[src/sv/winograd_filter_transform_defines.svh]
// Assertion helpers shared by the transform RTL.
// Each macro expects signals named clk and arst_n in the enclosing scope.
`ifndef WINOGRAD_FILTER_TRANSFORM_DEFINES_SVH
`define WINOGRAD_FILTER_TRANSFORM_DEFINES_SVH

// Same-cycle implication, checked outside reset.
`define WFT_ASSERT_SAME(lbl, ante, cons, msg) \
	lbl: assert property (@(posedge clk) disable iff (!arst_n) (ante) |-> (cons)) \
		else $error(msg);

// Next-cycle implication, checked outside reset.
`define WFT_ASSERT_NEXT(lbl, ante, cons, msg) \
	lbl: assert property (@(posedge clk) disable iff (!arst_n) (ante) |=> (cons)) \
		else $error(msg);

`endif

[src/sv/wft_pkg.sv]
package wft_pkg;

	// Field widths fixed by the interface.
	localparam int TAP_W   = 16;
	localparam int IDX_W   = 9;
	localparam int CNT_W   = 10;
	localparam int COEFF_W = 20;
	localparam int ADDR_W  = 22;

	// Internal widths: row-transform partial sums, the O*C plane size and c*O+o.
	localparam int TMP_W   = 18;
	localparam int PLANE_W = 2 * CNT_W;
	localparam int BASE_W  = 20;

	// Largest count honored in the range check and the address.
	localparam int MAX_DIM = 512;

	// One 4x4 transformed tile per filter.
	localparam int TILE_ELEMS = 16;
	localparam int POS_W      = $clog2(TILE_ELEMS);

	// Counts after reset.
	localparam int CNT_RESET = 256;

	// Configuration register indexes.
	localparam int CFG_IDX_W = 1;
	typedef enum logic [CFG_IDX_W-1:0] {
		CFG_NUM_OUTPUTS  = 1'b0,
		CFG_NUM_CHANNELS = 1'b1
	} cfg_reg_t;

	typedef logic signed [TAP_W-1:0]   tap_t;
	typedef logic signed [TMP_W-1:0]   tmp_t;
	typedef logic signed [COEFF_W-1:0] coeff_t;
	typedef logic [IDX_W-1:0]          idx_t;
	typedef logic [CNT_W-1:0]          cnt_t;
	typedef logic [ADDR_W-1:0]         addr_t;
	typedef logic [POS_W-1:0]          pos_t;

	// Counts above the supported dimension are treated as that dimension.
	function automatic cnt_t clamp_dim(cnt_t v);
		return (int'(v) > MAX_DIM) ? CNT_W'(MAX_DIM) : v;
	endfunction

endpackage

[src/sv/wft_ifs.sv]
// Filter channel: nine taps plus the filter and channel indices.
interface wft_filt_if;
	import wft_pkg::*;

	logic valid;
	logic ready;
	tap_t tap_0_0;
	tap_t tap_0_1;
	tap_t tap_0_2;
	tap_t tap_1_0;
	tap_t tap_1_1;
	tap_t tap_1_2;
	tap_t tap_2_0;
	tap_t tap_2_1;
	tap_t tap_2_2;
	idx_t filter_index;
	idx_t channel_index;

	modport source (
		output valid, tap_0_0, tap_0_1, tap_0_2, tap_1_0, tap_1_1, tap_1_2,
		       tap_2_0, tap_2_1, tap_2_2, filter_index, channel_index,
		input  ready
	);
	modport sink (
		input  valid, tap_0_0, tap_0_1, tap_0_2, tap_1_0, tap_1_1, tap_1_2,
		       tap_2_0, tap_2_1, tap_2_2, filter_index, channel_index,
		output ready
	);
endinterface

// Coefficient channel: one transformed coefficient and its store address.
interface wft_coef_if;
	import wft_pkg::*;

	logic   valid;
	logic   ready;
	coeff_t coeff_value;
	addr_t  store_address;
	logic [1:0] tile_row;
	logic [1:0] tile_col;
	logic   last_of_tile;
	logic   index_error;

	modport source (
		output valid, coeff_value, store_address, tile_row, tile_col,
		       last_of_tile, index_error,
		input  ready
	);
	modport sink (
		input  valid, coeff_value, store_address, tile_row, tile_col,
		       last_of_tile, index_error,
		output ready
	);
endinterface

[src/sv/winograd_filter_transform.sv]
// Winograd F(2x2,3x3) filter transform, U = G f G^T, exact in Q5.14.
// The filt channel takes one 3x3 filter (nine Q3.12 taps) with its output
// filter index o and input channel index c per transaction. The coef channel
// returns sixteen transactions per filter in row-major tile order, each with
// the coefficient, the store address (4*row+col)*O*C + c*O + o, the tile
// position and a last flag on the sixteenth. An index at or above its
// configured count raises index_error and forces the address to zero.
// Counts O and C are written through cfg_we/cfg_index/cfg_data; the user must
// write them only while idle, the block does not enforce it. Stages: input
// register, row transform, column transform, output serializer; the serializer
// sends one coefficient per transaction, one result per cycle while coef.ready
// is high, and loads the next tile as the last coefficient of a tile leaves;
// the three front stages keep accepting filters while the serializer is busy.
// When coef.ready is low, the serializer holds; the front stages fill up and
// filt.ready drops, nothing is lost or repeated.
// Reset clears all valid bits and sets both counts to 256.
`include "winograd_filter_transform_defines.svh"

module winograd_filter_transform (
	input  logic                             clk,
	input  logic                             arst_n,
	wft_filt_if.sink                         filt,
	wft_coef_if.source                       coef,
	input  logic                             cfg_we,
	input  logic [wft_pkg::CFG_IDX_W-1:0]    cfg_index,
	input  logic [wft_pkg::CNT_W-1:0]        cfg_data
);
	import wft_pkg::*;

	localparam pos_t LAST_POS = POS_W'(TILE_ELEMS - 1);

	// Configuration registers and their clamped values.
	cnt_t num_outputs_q;
	cnt_t num_channels_q;
	cnt_t oc;
	cnt_t cc;

	// Stage 1: captured filter.
	logic v_s1;
	tap_t f_s1 [3][3];
	idx_t o_s1;
	idx_t c_s1;

	// Stage 2: row transform, plane size, range check.
	logic v_s2;
	tmp_t tmp_s2 [4][3];
	logic [PLANE_W-1:0] plane_s2;
	logic err_s2;
	idx_t o_s2;
	idx_t c_s2;

	// Stage 3: column transform, base address.
	logic v_s3;
	coeff_t u_s3 [TILE_ELEMS];
	logic [PLANE_W-1:0] plane_s3;
	logic [BASE_W-1:0] base_s3;
	logic err_s3;

	// Stage 4: output serializer.
	logic v_s4;
	coeff_t coeff_s4 [TILE_ELEMS];
	addr_t addr_s4;
	logic [PLANE_W-1:0] plane_s4;
	pos_t pos_s4;
	logic err_s4;

	// Handshake chain.
	logic rdy1, rdy2, rdy3;
	logic out_fire, ser_last, ser_free, load_s4;

	// Combinational stage results.
	tmp_t tmp_d [4][3];
	coeff_t u_d [TILE_ELEMS];
	logic err_d;

	// Configuration writes.
	always_ff @(posedge clk or negedge arst_n) begin
		if (!arst_n) begin
			num_outputs_q  <= CNT_W'(CNT_RESET);
			num_channels_q <= CNT_W'(CNT_RESET);
		end else if (cfg_we) begin
			unique case (cfg_index)
				CFG_NUM_OUTPUTS:  num_outputs_q  <= cfg_data;
				CFG_NUM_CHANNELS: num_channels_q <= cfg_data;
				default: ;
			endcase
		end
	end

	assign oc = clamp_dim(num_outputs_q);
	assign cc = clamp_dim(num_channels_q);

	// Ready propagates back from the serializer; each stage moves when the next frees.
	assign out_fire = coef.valid && coef.ready;
	assign ser_last = v_s4 && (pos_s4 == LAST_POS);
	assign ser_free = !v_s4 || (coef.ready && ser_last);
	assign load_s4  = v_s3 && ser_free;
	assign rdy3     = !v_s3 || ser_free;
	assign rdy2     = !v_s2 || rdy3;
	assign rdy1     = !v_s1 || rdy2;
	assign filt.ready = rdy1;

	// Valid bits.
	always_ff @(posedge clk or negedge arst_n) begin
		if (!arst_n) begin
			v_s1 <= 1'b0;
			v_s2 <= 1'b0;
			v_s3 <= 1'b0;
			v_s4 <= 1'b0;
		end else begin
			if (rdy1) v_s1 <= filt.valid;
			if (rdy2) v_s2 <= v_s1;
			if (rdy3) v_s3 <= v_s2;
			if (load_s4) begin
				v_s4 <= 1'b1;
			end else if (out_fire && ser_last) begin
				v_s4 <= 1'b0;
			end
		end
	end

	// Tile position counter of the serializer.
	always_ff @(posedge clk or negedge arst_n) begin
		if (!arst_n) begin
			pos_s4 <= '0;
		end else if (load_s4) begin
			pos_s4 <= '0;
		end else if (out_fire) begin
			pos_s4 <= pos_s4 + POS_W'(1);
		end
	end

	// Row transform: tmp = 2G * f, weights counted in halves.
	always_comb begin
		for (int j = 0; j < 3; j++) begin
			tmp_d[0][j] = TMP_W'(f_s1[0][j]) <<< 1;
			tmp_d[1][j] = TMP_W'(f_s1[0][j]) + TMP_W'(f_s1[1][j]) + TMP_W'(f_s1[2][j]);
			tmp_d[2][j] = TMP_W'(f_s1[0][j]) - TMP_W'(f_s1[1][j]) + TMP_W'(f_s1[2][j]);
			tmp_d[3][j] = TMP_W'(f_s1[2][j]) <<< 1;
		end
	end

	assign err_d = ({1'b0, o_s1} >= oc) || ({1'b0, c_s1} >= cc);

	// Column transform: U = tmp * (2G)^T, laid out row-major.
	always_comb begin
		for (int i = 0; i < 4; i++) begin
			u_d[4*i]     = COEFF_W'(tmp_s2[i][0]) <<< 1;
			u_d[4*i + 1] = COEFF_W'(tmp_s2[i][0]) + COEFF_W'(tmp_s2[i][1])
			             + COEFF_W'(tmp_s2[i][2]);
			u_d[4*i + 2] = COEFF_W'(tmp_s2[i][0]) - COEFF_W'(tmp_s2[i][1])
			             + COEFF_W'(tmp_s2[i][2]);
			u_d[4*i + 3] = COEFF_W'(tmp_s2[i][2]) <<< 1;
		end
	end

	// Pipeline payload registers.
	always_ff @(posedge clk) begin
		if (rdy1 && filt.valid) begin
			f_s1[0][0] <= filt.tap_0_0;
			f_s1[0][1] <= filt.tap_0_1;
			f_s1[0][2] <= filt.tap_0_2;
			f_s1[1][0] <= filt.tap_1_0;
			f_s1[1][1] <= filt.tap_1_1;
			f_s1[1][2] <= filt.tap_1_2;
			f_s1[2][0] <= filt.tap_2_0;
			f_s1[2][1] <= filt.tap_2_1;
			f_s1[2][2] <= filt.tap_2_2;
			o_s1       <= filt.filter_index;
			c_s1       <= filt.channel_index;
		end
		if (rdy2 && v_s1) begin
			tmp_s2   <= tmp_d;
			plane_s2 <= PLANE_W'(oc) * PLANE_W'(cc);
			err_s2   <= err_d;
			o_s2     <= o_s1;
			c_s2     <= c_s1;
		end
		if (rdy3 && v_s2) begin
			u_s3     <= u_d;
			err_s3   <= err_s2;
			plane_s3 <= err_s2 ? '0 : plane_s2;
			base_s3  <= err_s2 ? '0 : BASE_W'(BASE_W'(c_s2) * BASE_W'(oc) + BASE_W'(o_s2));
		end
	end

	// Serializer: shift out one coefficient per transaction, step the address by O*C.
	always_ff @(posedge clk) begin
		if (load_s4) begin
			coeff_s4 <= u_s3;
			addr_s4  <= ADDR_W'(base_s3);
			plane_s4 <= plane_s3;
			err_s4   <= err_s3;
		end else if (out_fire) begin
			for (int k = 0; k < TILE_ELEMS - 1; k++) begin
				coeff_s4[k] <= coeff_s4[k+1];
			end
			addr_s4 <= addr_s4 + ADDR_W'(plane_s4);
		end
	end

	assign coef.valid         = v_s4;
	assign coef.coeff_value   = coeff_s4[0];
	assign coef.store_address = addr_s4;
	assign coef.tile_row      = pos_s4[3:2];
	assign coef.tile_col      = pos_s4[1:0];
	assign coef.last_of_tile  = (pos_s4 == LAST_POS);
	assign coef.index_error   = err_s4;

	// A new tile always starts at position zero.
	`WFT_ASSERT_NEXT(a_load_starts_tile, load_s4,
		coef.valid && coef.tile_row == 2'd0 && coef.tile_col == 2'd0,
		"tile did not start at position zero")
	// Within a tile, the position steps by one per transaction.
	`WFT_ASSERT_NEXT(a_pos_steps, out_fire && !coef.last_of_tile,
		coef.valid && {coef.tile_row, coef.tile_col}
			== $past({coef.tile_row, coef.tile_col}) + 4'd1,
		"tile position did not advance by one")
	// The serializer empties after the last result unless a new tile loads.
	`WFT_ASSERT_NEXT(a_drain_after_last, out_fire && coef.last_of_tile && !load_s4,
		!coef.valid, "serializer stayed valid after the last result")
	// Out-of-range indices never produce a nonzero address.
	`WFT_ASSERT_SAME(a_err_addr_zero, coef.valid && coef.index_error,
		coef.store_address == '0, "nonzero address with index error")

endmodule

[src/flat_wrapper.sv]
// flat-port wrapper written by rule: the top's interface ports become plain ports
module winograd_filter_transform_flat import wft_pkg::*;
  (clk, arst_n, cfg_we, cfg_index, cfg_data, filt_valid, filt_tap_0_0, filt_tap_0_1, filt_tap_0_2, filt_tap_1_0, filt_tap_1_1, filt_tap_1_2, filt_tap_2_0, filt_tap_2_1, filt_tap_2_2, filt_filter_index, filt_channel_index, filt_ready, coef_valid, coef_coeff_value, coef_store_address, coef_tile_row, coef_tile_col, coef_last_of_tile, coef_index_error, coef_ready);
  wft_filt_if filt_i ();
  wft_coef_if coef_i ();
  input  logic clk;
  input  logic arst_n;
  input  logic cfg_we;
  input  logic [wft_pkg::CFG_IDX_W-1:0] cfg_index;
  input  logic [wft_pkg::CNT_W-1:0] cfg_data;
  input wire logic [$bits(filt_i.valid)-1:0] filt_valid;
  input wire logic [$bits(filt_i.tap_0_0)-1:0] filt_tap_0_0;
  input wire logic [$bits(filt_i.tap_0_1)-1:0] filt_tap_0_1;
  input wire logic [$bits(filt_i.tap_0_2)-1:0] filt_tap_0_2;
  input wire logic [$bits(filt_i.tap_1_0)-1:0] filt_tap_1_0;
  input wire logic [$bits(filt_i.tap_1_1)-1:0] filt_tap_1_1;
  input wire logic [$bits(filt_i.tap_1_2)-1:0] filt_tap_1_2;
  input wire logic [$bits(filt_i.tap_2_0)-1:0] filt_tap_2_0;
  input wire logic [$bits(filt_i.tap_2_1)-1:0] filt_tap_2_1;
  input wire logic [$bits(filt_i.tap_2_2)-1:0] filt_tap_2_2;
  input wire logic [$bits(filt_i.filter_index)-1:0] filt_filter_index;
  input wire logic [$bits(filt_i.channel_index)-1:0] filt_channel_index;
  output wire logic [$bits(filt_i.ready)-1:0] filt_ready;
  output wire logic [$bits(coef_i.valid)-1:0] coef_valid;
  output wire logic [$bits(coef_i.coeff_value)-1:0] coef_coeff_value;
  output wire logic [$bits(coef_i.store_address)-1:0] coef_store_address;
  output wire logic [$bits(coef_i.tile_row)-1:0] coef_tile_row;
  output wire logic [$bits(coef_i.tile_col)-1:0] coef_tile_col;
  output wire logic [$bits(coef_i.last_of_tile)-1:0] coef_last_of_tile;
  output wire logic [$bits(coef_i.index_error)-1:0] coef_index_error;
  input wire logic [$bits(coef_i.ready)-1:0] coef_ready;
  assign filt_i.valid = filt_valid;
  assign filt_i.tap_0_0 = filt_tap_0_0;
  assign filt_i.tap_0_1 = filt_tap_0_1;
  assign filt_i.tap_0_2 = filt_tap_0_2;
  assign filt_i.tap_1_0 = filt_tap_1_0;
  assign filt_i.tap_1_1 = filt_tap_1_1;
  assign filt_i.tap_1_2 = filt_tap_1_2;
  assign filt_i.tap_2_0 = filt_tap_2_0;
  assign filt_i.tap_2_1 = filt_tap_2_1;
  assign filt_i.tap_2_2 = filt_tap_2_2;
  assign filt_i.filter_index = filt_filter_index;
  assign filt_i.channel_index = filt_channel_index;
  assign filt_ready = filt_i.ready;
  assign coef_valid = coef_i.valid;
  assign coef_coeff_value = coef_i.coeff_value;
  assign coef_store_address = coef_i.store_address;
  assign coef_tile_row = coef_i.tile_row;
  assign coef_tile_col = coef_i.tile_col;
  assign coef_last_of_tile = coef_i.last_of_tile;
  assign coef_index_error = coef_i.index_error;
  assign coef_i.ready = coef_ready;
  winograd_filter_transform u_core (.clk(clk), .arst_n(arst_n), .filt(filt_i), .coef(coef_i), .cfg_we(cfg_we), .cfg_index(cfg_index), .cfg_data(cfg_data));
endmodule
[config.mk]
export PLATFORM = sky130hd
export DESIGN_NAME = winograd_filter_transform_flat
export DESIGN_NICKNAME = d
export VERILOG_FILES = /design/src/sv/wft_pkg.sv /design/src/sv/wft_ifs.sv /design/src/sv/winograd_filter_transform.sv /design/src/flat_wrapper.sv
export VERILOG_INCLUDE_DIRS = /design/src /design/src/sv
export SDC_FILE = /design/constraint.sdc
export NUM_CORES = 2
export LEC_CHECK = 0
export BUFFER_PORTS_ARGS = -buffer_cell sky130_fd_sc_hd__buf_4
export CAP_MARGIN = 30
export CORE_MARGIN = 1
export CORE_UTILIZATION = 42
export CTS_CLUSTER_SIZE = 25
export DETAILED_ROUTE_END_ITERATION = 8
export GPL_ROUTABILITY_DRIVEN = 1
export SLEW_MARGIN = 30
export SYNTH_ARGS = -nofsm -noshare
export SYNTH_HDL_FRONTEND = slang
export SYNTH_SLANG_ARGS = --single-unit
[constraint.sdc]
create_clock -name clk -period 18.73 [get_ports clk]
set_input_delay 2.8095 -clock clk [delete_from_list [all_inputs] [get_ports clk]]
set_output_delay 2.8095 -clock clk [all_outputs]
set_load 0.1 [all_outputs]
Word level (Yosys, flattened, before mapping)
Memory sizes are Yosys's and may differ from the RTL's.
Index checks and enable logic that the tools add are counted.
{ "totals": {"reg_bits": 985, "latch_bits": 0, "mem_bits_rw": 144, "romBits": 0, "input_bits": 178, "output_inout_bits": 50, "memories": 1} }
{ "mem_list": {"columns": ["name", "words", "word_bits", "rd", "rd_clocked_by_memory_dff", "wr", "line", "source"], "rows": [
  ["u_core.f_s1", 3, 48, 3, 0, 3, "winograd_filter_transform.sv:40", "tap_t f_s1 [3][3];"]
]} }
{ "classes": {"add_sub_neg": 31, "n_mul": 2, "n_div": 0, "magnitude_cmp": 4, "n_eq_ne": 1, "shifts": 0, "n_mux": 12, "bitwise_logic": 1, "n_reduce_logical": 21} }
{ "op_table": {"columns": ["operator", "n"], "rows": [
  ["300-bit 2-to-1 mux", 2],
  ["17-bit by 16-bit adder with 18-bit output", 6],
  ["19-bit by 18-bit adder with 20-bit output", 4],
  ["18-bit by 17-bit adder with 19-bit output", 4],
  ["16-bit by 16-bit adder with 17-bit output", 3],
  ["16-bit by 16-bit subtractor with 17-bit output", 3],
  ["20-bit 2-to-1 mux", 2],
  ["18-bit by 18-bit adder with 19-bit output", 2],
  ["18-bit by 18-bit subtractor with 19-bit output", 2],
  ["17-bit by 17-bit adder with 18-bit output", 2],
  ["17-bit by 17-bit subtractor with 18-bit output", 2],
  ["22-bit by 20-bit adder with 22-bit output", 1],
  ["19-bit by 9-bit adder with 20-bit output", 1],
  ["9-bit by 10-bit >= comparator with 1-bit output", 2],
  ["10-bit greater-than comparator (second input constant)", 2],
  ["10-bit by 10-bit multiplier with 20-bit output", 1],
  ["10-bit 2-to-1 mux", 2],
  ["9-bit by 10-bit multiplier with 19-bit output", 1],
  ["1-bit logical AND", 8],
  ["4-bit 2-to-1 mux", 2],
  ["1-bit logical OR", 5],
  ["4-bit by 1-bit adder with 4-bit output (second input constant)", 1],
  ["4-bit == test (second input constant)", 1],
  ["1-bit logical NOT", 4],
  ["other kinds (4)", 9]
]} }

Depth between registers and ports, before layout
{ "logic_depth": {"depth_word": 10, "ltp_mapped": 25} }

Least setup slack after synthesis
Ideal clock, no wire load.
{ "synth_timing": {"kind": "in2reg", "from": "input port coef_ready", "to": "register u_core.base_s3[0] (enable)", "setup_time_ps": 1053, "t_arrival_ps": 17307, "t_required_ps": 17677, "path_slack_ps": 370, "cell_stages": 4, "path_buffers": 0, "cell_sequence": "nand2_1 nand2_1 nor2_1 nor2b_1"} }
{ "synth_between": {"elab_chain_len": 4} }
{ "synth_lines": {"columns": ["element", "line", "source"], "rows": [
  ["start, declared", "flat_wrapper.sv:31", "input wire logic [$bits(coef_i.ready)-1:0] coef_ready;"],
  ["1-bit logical AND", "winograd_filter_transform.sv:96", "assign ser_free = !v_s4 || (coef.ready && ser_last);"],
  ["1-bit logical OR", "winograd_filter_transform.sv:96", null],
  ["1-bit logical OR", "winograd_filter_transform.sv:98", "assign rdy3 = !v_s3 || ser_free;"],
  ["1-bit logical AND", "winograd_filter_transform.sv:179", "if (rdy3 && v_s2) begin"],
  ["end signal, assigned", "winograd_filter_transform.sv:183", "base_s3 <= err_s2 ? '0 : BASE_W'(BASE_W'(c_s2) * BASE_W'(oc) + BASE_W'(o_s2));"],
  ["end, declared", "winograd_filter_transform.sv:56", "logic [BASE_W-1:0] base_s3;"]
]} }
No other way between the ends.
A chain may end at the register's enable or synchronous reset.

Worst setup path in the final report
{ "layout_timing": {"from": "register u_core.num_outputs_q[5]", "to": "register u_core.base_s3[18], data pin"} }
{ "layout_between": {"elab_chain_len": 4} }
{ "layout_lines": {"columns": ["element", "line", "source"], "rows": [
  ["start, declared", "winograd_filter_transform.sv:33", "cnt_t num_outputs_q;"],
  ["start signal, assigned", "winograd_filter_transform.sv:79", "num_outputs_q <= CNT_W'(CNT_RESET);"],
  ["start signal, assigned", "winograd_filter_transform.sv:83", "CFG_NUM_OUTPUTS: num_outputs_q <= cfg_data;"],
  ["10-bit greater-than comparator", "wft_pkg.sv:42", "return (int'(v) > MAX_DIM) ? CNT_W'(MAX_DIM) : v;"],
  ["10-bit 2-to-1 mux (*)", "wft_pkg.sv:42", null],
  ["9-bit by 10-bit multiplier with 19-bit output (*)", "winograd_filter_transform.sv:183", null],
  ["19-bit by 9-bit adder with 20-bit output (*)", "winograd_filter_transform.sv:183", null]
]} }
Every way passes the cells marked *; elsewhere a longest branch is shown, timed or not.

==> run summary <==
max_slew headroom: 0.382
setup TNS: 0 ps
nature of the critical path endpoint: register
critical path class: reg -> reg
clock buffer count from CTS: 131
critical path fanouts, max: 12
Hold Violations, Final: 0
synth top area cells: sky130_fd_sc_hd__edfxtp_1 52%, sky130_fd_sc_hd__fa_1 12%, sky130_fd_sc_hd__ha_1 7.9%, sky130_fd_sc_hd__nand2_1 6.0%, sky130_fd_sc_hd__inv_1 5.6%
data required time at the worst endpoint: 19210 ps
launch point of the worst path: u_core.num_outputs_q[5]$_DFFE_PN0P_
Critical Path Slowest Stage Cell: sky130_fd_sc_hd__o41ai_2
# DRC: 0
Netlist cell types: 79
number of optimization iterations in the first detailed-route pass: 7
die height: 388 µm
Worst R2R Start: u_core.num_outputs_q[5]$_DFFE_PN0P_
vias in the first global route: 38.7k
global-route congestion overflow total: 0
cell area after synthesis: 0.0625 mm²
Clk Latency, worst-skew pair: 770 ps
total clock sinks: 1104
number of buffers on the longest clock path: 3
routed wire length: 150000 µm
clock tree from TritonCTS: yes
pin count of the biggest net entering global routing: 143
clock skew after layout: 37.3 ps
list of cells traversed by the critical path: nor4_1, nand2_1, o41ai_2, and2_1, nand2_1, fa_1, inv_1, fa_1, inv_1, fa_1, inv_1, fa_1, inv_1, fa_1, inv_1, ha_1, a2111oi_0, o21ai_1, a21oi_1, a21oi_1, a311oi_1, xor2_1, nor2_1
fraction of the yosys area taken by sequential cells: 0.528
proportion of layout cells with a drive suffix above 1: 0.0876
share of async-settable or async-resettable flops after synthesis: 0.0254
Final Hold Slack: 402 ps
area leader, netlist: sky130_fd_sc_hd__edfxtp_1
run status: completed
Post-synth EDFFs: 1074
Hold WC Path Type: reg -> reg
Max Freq: 146 MHz
cts-stage hold buffer count: 0
number of synthesized register bits: 1104
FF+latch area: 0.0330 mm²
area of combinational cells with multiple inputs: 0.0255 mm²
global-route wire length before repair: 228000 µm
setup repair after global routing missed its margin: no
core region area: 0.148 mm²
signal arrival time at the worst endpoint: 7340 ps
floorplan die area: 0.150 mm²
Antenna Violating Nets Remaining: 0
clock period minus final worst setup slack: 6850 ps
CTS root buf: sky130_fd_sc_hd__clkbuf_16
max-slew violations: 0
Max IR drop VDD: 0.0000846 V
antenna violations before repair: 0
beginning of the worst hold path: u_core.u_s3[3]$_DFFE_PP_
DR vias/cell: 4.99
Pwr Density: 107 mW/mm²
Largest stage delay, worst path: 590 ps
Yosys warning total: 0
global-route usage over all layers: 0.201
chip width: 388 µm
routability congestion estimate: 0.876
number of post-CTS setup repair buffers: 0
post-detailed-placement half-perimeter wirelength: 110000 µm
routed length per placed instance: 19.5 µm
Net count, final: 6606
portion of the clock cycle consumed by the worst path in the final layout: 0.366
cell count after synthesis: 5397
iteration-0 DRC count of the detailed router: 2610
number of levels the H-tree was split into: 4
Fill cells: 13.2k
Row Count: 141
routed via count: 38.4k
Setup violations, final: 0
Buffers on Ports: 227
most instantiated flip-flop cell in the synthesis netlist: sky130_fd_sc_hd__edfxtp_1
share of the synthesized area in the top cell type: 0.516
type of element launching the critical path: register
relative area change from synthesis to final layout: 13.0%
effective utilization at floorplan: 0.423
number of top-level design ports: 228
static leakage: 30.8 nW
total nets after synthesis: 6336
Antenna Diode Count: 0
clk slew on worst S/H paths: 60 ps
Max Cap Viol: 0
worst-margin pin slew: 927 ps
# resized after CTS: 0
Avg Synthesized Cell Area: 11.6 µm²
-- logic make-up after synthesis --
family,Yosys count,synth area share
muxes,25,0.00444
DFF,1104,0.528
buffers and inverters,1064,0.0651
AOI/OAI and AO/OA,663,0.0675
adders and majority gates,761,0.196
xor gates and xnor gates,243,0.0340
and+or+nand+nor,1537,0.105
-- stage by stage --
stage               std cells  area [µm²]  power, W  utilization  setup WS [ps]
floorplan                5397       62500   0.00461            -            370
global placement         7463       66400   0.00506        0.450          11680
detailed placement       7463       66400   0.00509        0.450          11830
CTS                      7693       70600   0.00762        0.478          11820
global route             7694       70600   0.00795        0.478          11360
finish                   7694       70600   0.00755        0.478          11880
-- layer usage --
metal | global-route usage | part of all wire | up-vias
met4 | 0.0623 | 0.028 | 0
met5 | 0 | 0 | -
li1 | - | - | 18315
met3 | 0.0331 | 0.053 | 196
met1 | 0.273 | 0.44 | 18922
met2 | 0.327 | 0.47 | 936
-- placed cells by master (no fill, tap or decap), drive strengths merged, types with 26 or more instances in the layout --
master and instances:
a21oi 215, a21o 91, fa 367, inv 946
xnor2 171, buf 257, o21ai 138, nor2b 90
edfxtp 1074, nand2 1002, nand2b 49, nor3 27
nor2 202, o21a 40, xor2 72, dfrtp 26
clkinv 57, and2 67, ha 394, o21bai 26
nand3 30, clkbuf 152
-- area by class of cell --
type                    instances  area share
flip-flops and latches       1104       0.467
well taps                    1930      0.0342
clock inverters                78     0.00997
inverters                     944      0.0505
clock buffers                 152      0.0493
multi-input cells            3229       0.361
repair buffers                257      0.0279
-- worst paths after layout --
kind | end | slack [ps] | cells past startpoint
hold / removal | u_core.coeff_s4[3]$_DFFE_PP_ | 400 | 0
hold reg to reg | u_core.coeff_s4[3]$_DFFE_PP_ | 400 | 0
setup / recovery | u_core.base_s3[18]$_SDFFCE_PP0P_ | 11880 | 23
setup reg to reg | u_core.base_s3[18]$_SDFFCE_PP0P_ | 11880 | 23
max in group asynchronous | u_core.num_outputs_q[8]$_DFFE_PN1P_ | 16390 | 1
min in group asynchronous | u_core.pos_s4[0]$_DFFE_PN0P_ | 2000 | 1
-- worst max-delay path, delay by kind of cell (launching register included) --
family                     cells  cell delay [ps]
xor gates and xnor gates       1              170
buffers and inverters          5              240
adders and majority gates      6             2690
and+or+nand+nor                5             1200
DFF                            1              450
AOI/OAI and AO/OA              6             1820
-- power breakdown --
| part | internal [W] | switching [W] | leakage (nW) |
|---|---|---|---|
| clock network | 0.00146 | 0.00104 | 2.04 |
| registers | 0.00298 | 0.000101 | 10.3 |
| logic | 0.000732 | 0.00124 | 18.5 |
| total | 0.00517 | 0.00238 | 30.8 |
-- cell usage after synthesis (4+ instances only) --
cell type	instances
sky130_fd_sc_hd__nand3_1	30
sky130_fd_sc_hd__o21ai_0	102
sky130_fd_sc_hd__o2111ai_1	8
sky130_fd_sc_hd__nor2_1	202
sky130_fd_sc_hd__a221o_1	4
sky130_fd_sc_hd__mux2_2	21
sky130_fd_sc_hd__a21o_1	91
sky130_fd_sc_hd__or3_1	5
sky130_fd_sc_hd__inv_1	939
sky130_fd_sc_hd__nand2_1	1002
sky130_fd_sc_hd__or2_2	7
sky130_fd_sc_hd__o21bai_1	26
sky130_fd_sc_hd__nor3_1	27
sky130_fd_sc_hd__edfxtp_1	1074
sky130_fd_sc_hd__a31oi_1	18
sky130_fd_sc_hd__a221oi_1	7
sky130_fd_sc_hd__nor4_1	4
sky130_fd_sc_hd__o21a_1	40
sky130_fd_sc_hd__a2111oi_0	4
sky130_fd_sc_hd__nand2b_1	49
sky130_fd_sc_hd__o22ai_1	8
sky130_fd_sc_hd__o31a_1	6
sky130_fd_sc_hd__a31o_2	4
sky130_fd_sc_hd__and3_1	23
sky130_fd_sc_hd__xnor2_1	171
sky130_fd_sc_hd__o41ai_1	8
sky130_fd_sc_hd__buf_1	13
sky130_fd_sc_hd__o31ai_1	15
sky130_fd_sc_hd__clkbuf_1	87
sky130_fd_sc_hd__dfrtp_1	26
sky130_fd_sc_hd__o211ai_1	12
sky130_fd_sc_hd__a21boi_1	7
sky130_fd_sc_hd__nor2b_1	90
sky130_fd_sc_hd__o21ai_1	35
sky130_fd_sc_hd__a211oi_1	17
sky130_fd_sc_hd__xor2_1	72
sky130_fd_sc_hd__nand4_1	11
sky130_fd_sc_hd__a211o_1	4
sky130_fd_sc_hd__and2_1	67
sky130_fd_sc_hd__ha_1	394
sky130_fd_sc_hd__nand3b_1	4
sky130_fd_sc_hd__fa_1	367
sky130_fd_sc_hd__a21oi_1	211
sky130_fd_sc_hd__buf_4	20
-- sequential cells by signal, summed over array words and instances, names as in the netlist, 4 cells and up --
name                       flops
u_core.plane_s3               20
u_core.coeff_s4              288
u_core.pos_s4                  4
u_core.num_outputs_q          10
u_core.num_channels_q         10
u_core.o_s2                    9
u_core.u_s3                  282
u_core.c_s1                    9
u_core.c_s2                    9
u_core.coef.store_address     22
u_core.coef.coeff_value       20
u_core.base_s3                20
u_core.tmp_s2                201
u_core.plane_s2               20
u_core.o_s1                    9
u_core.plane_s4               20
u_core.f_s1                  144
No activity file was read; power rests on OpenSTA's default activity.
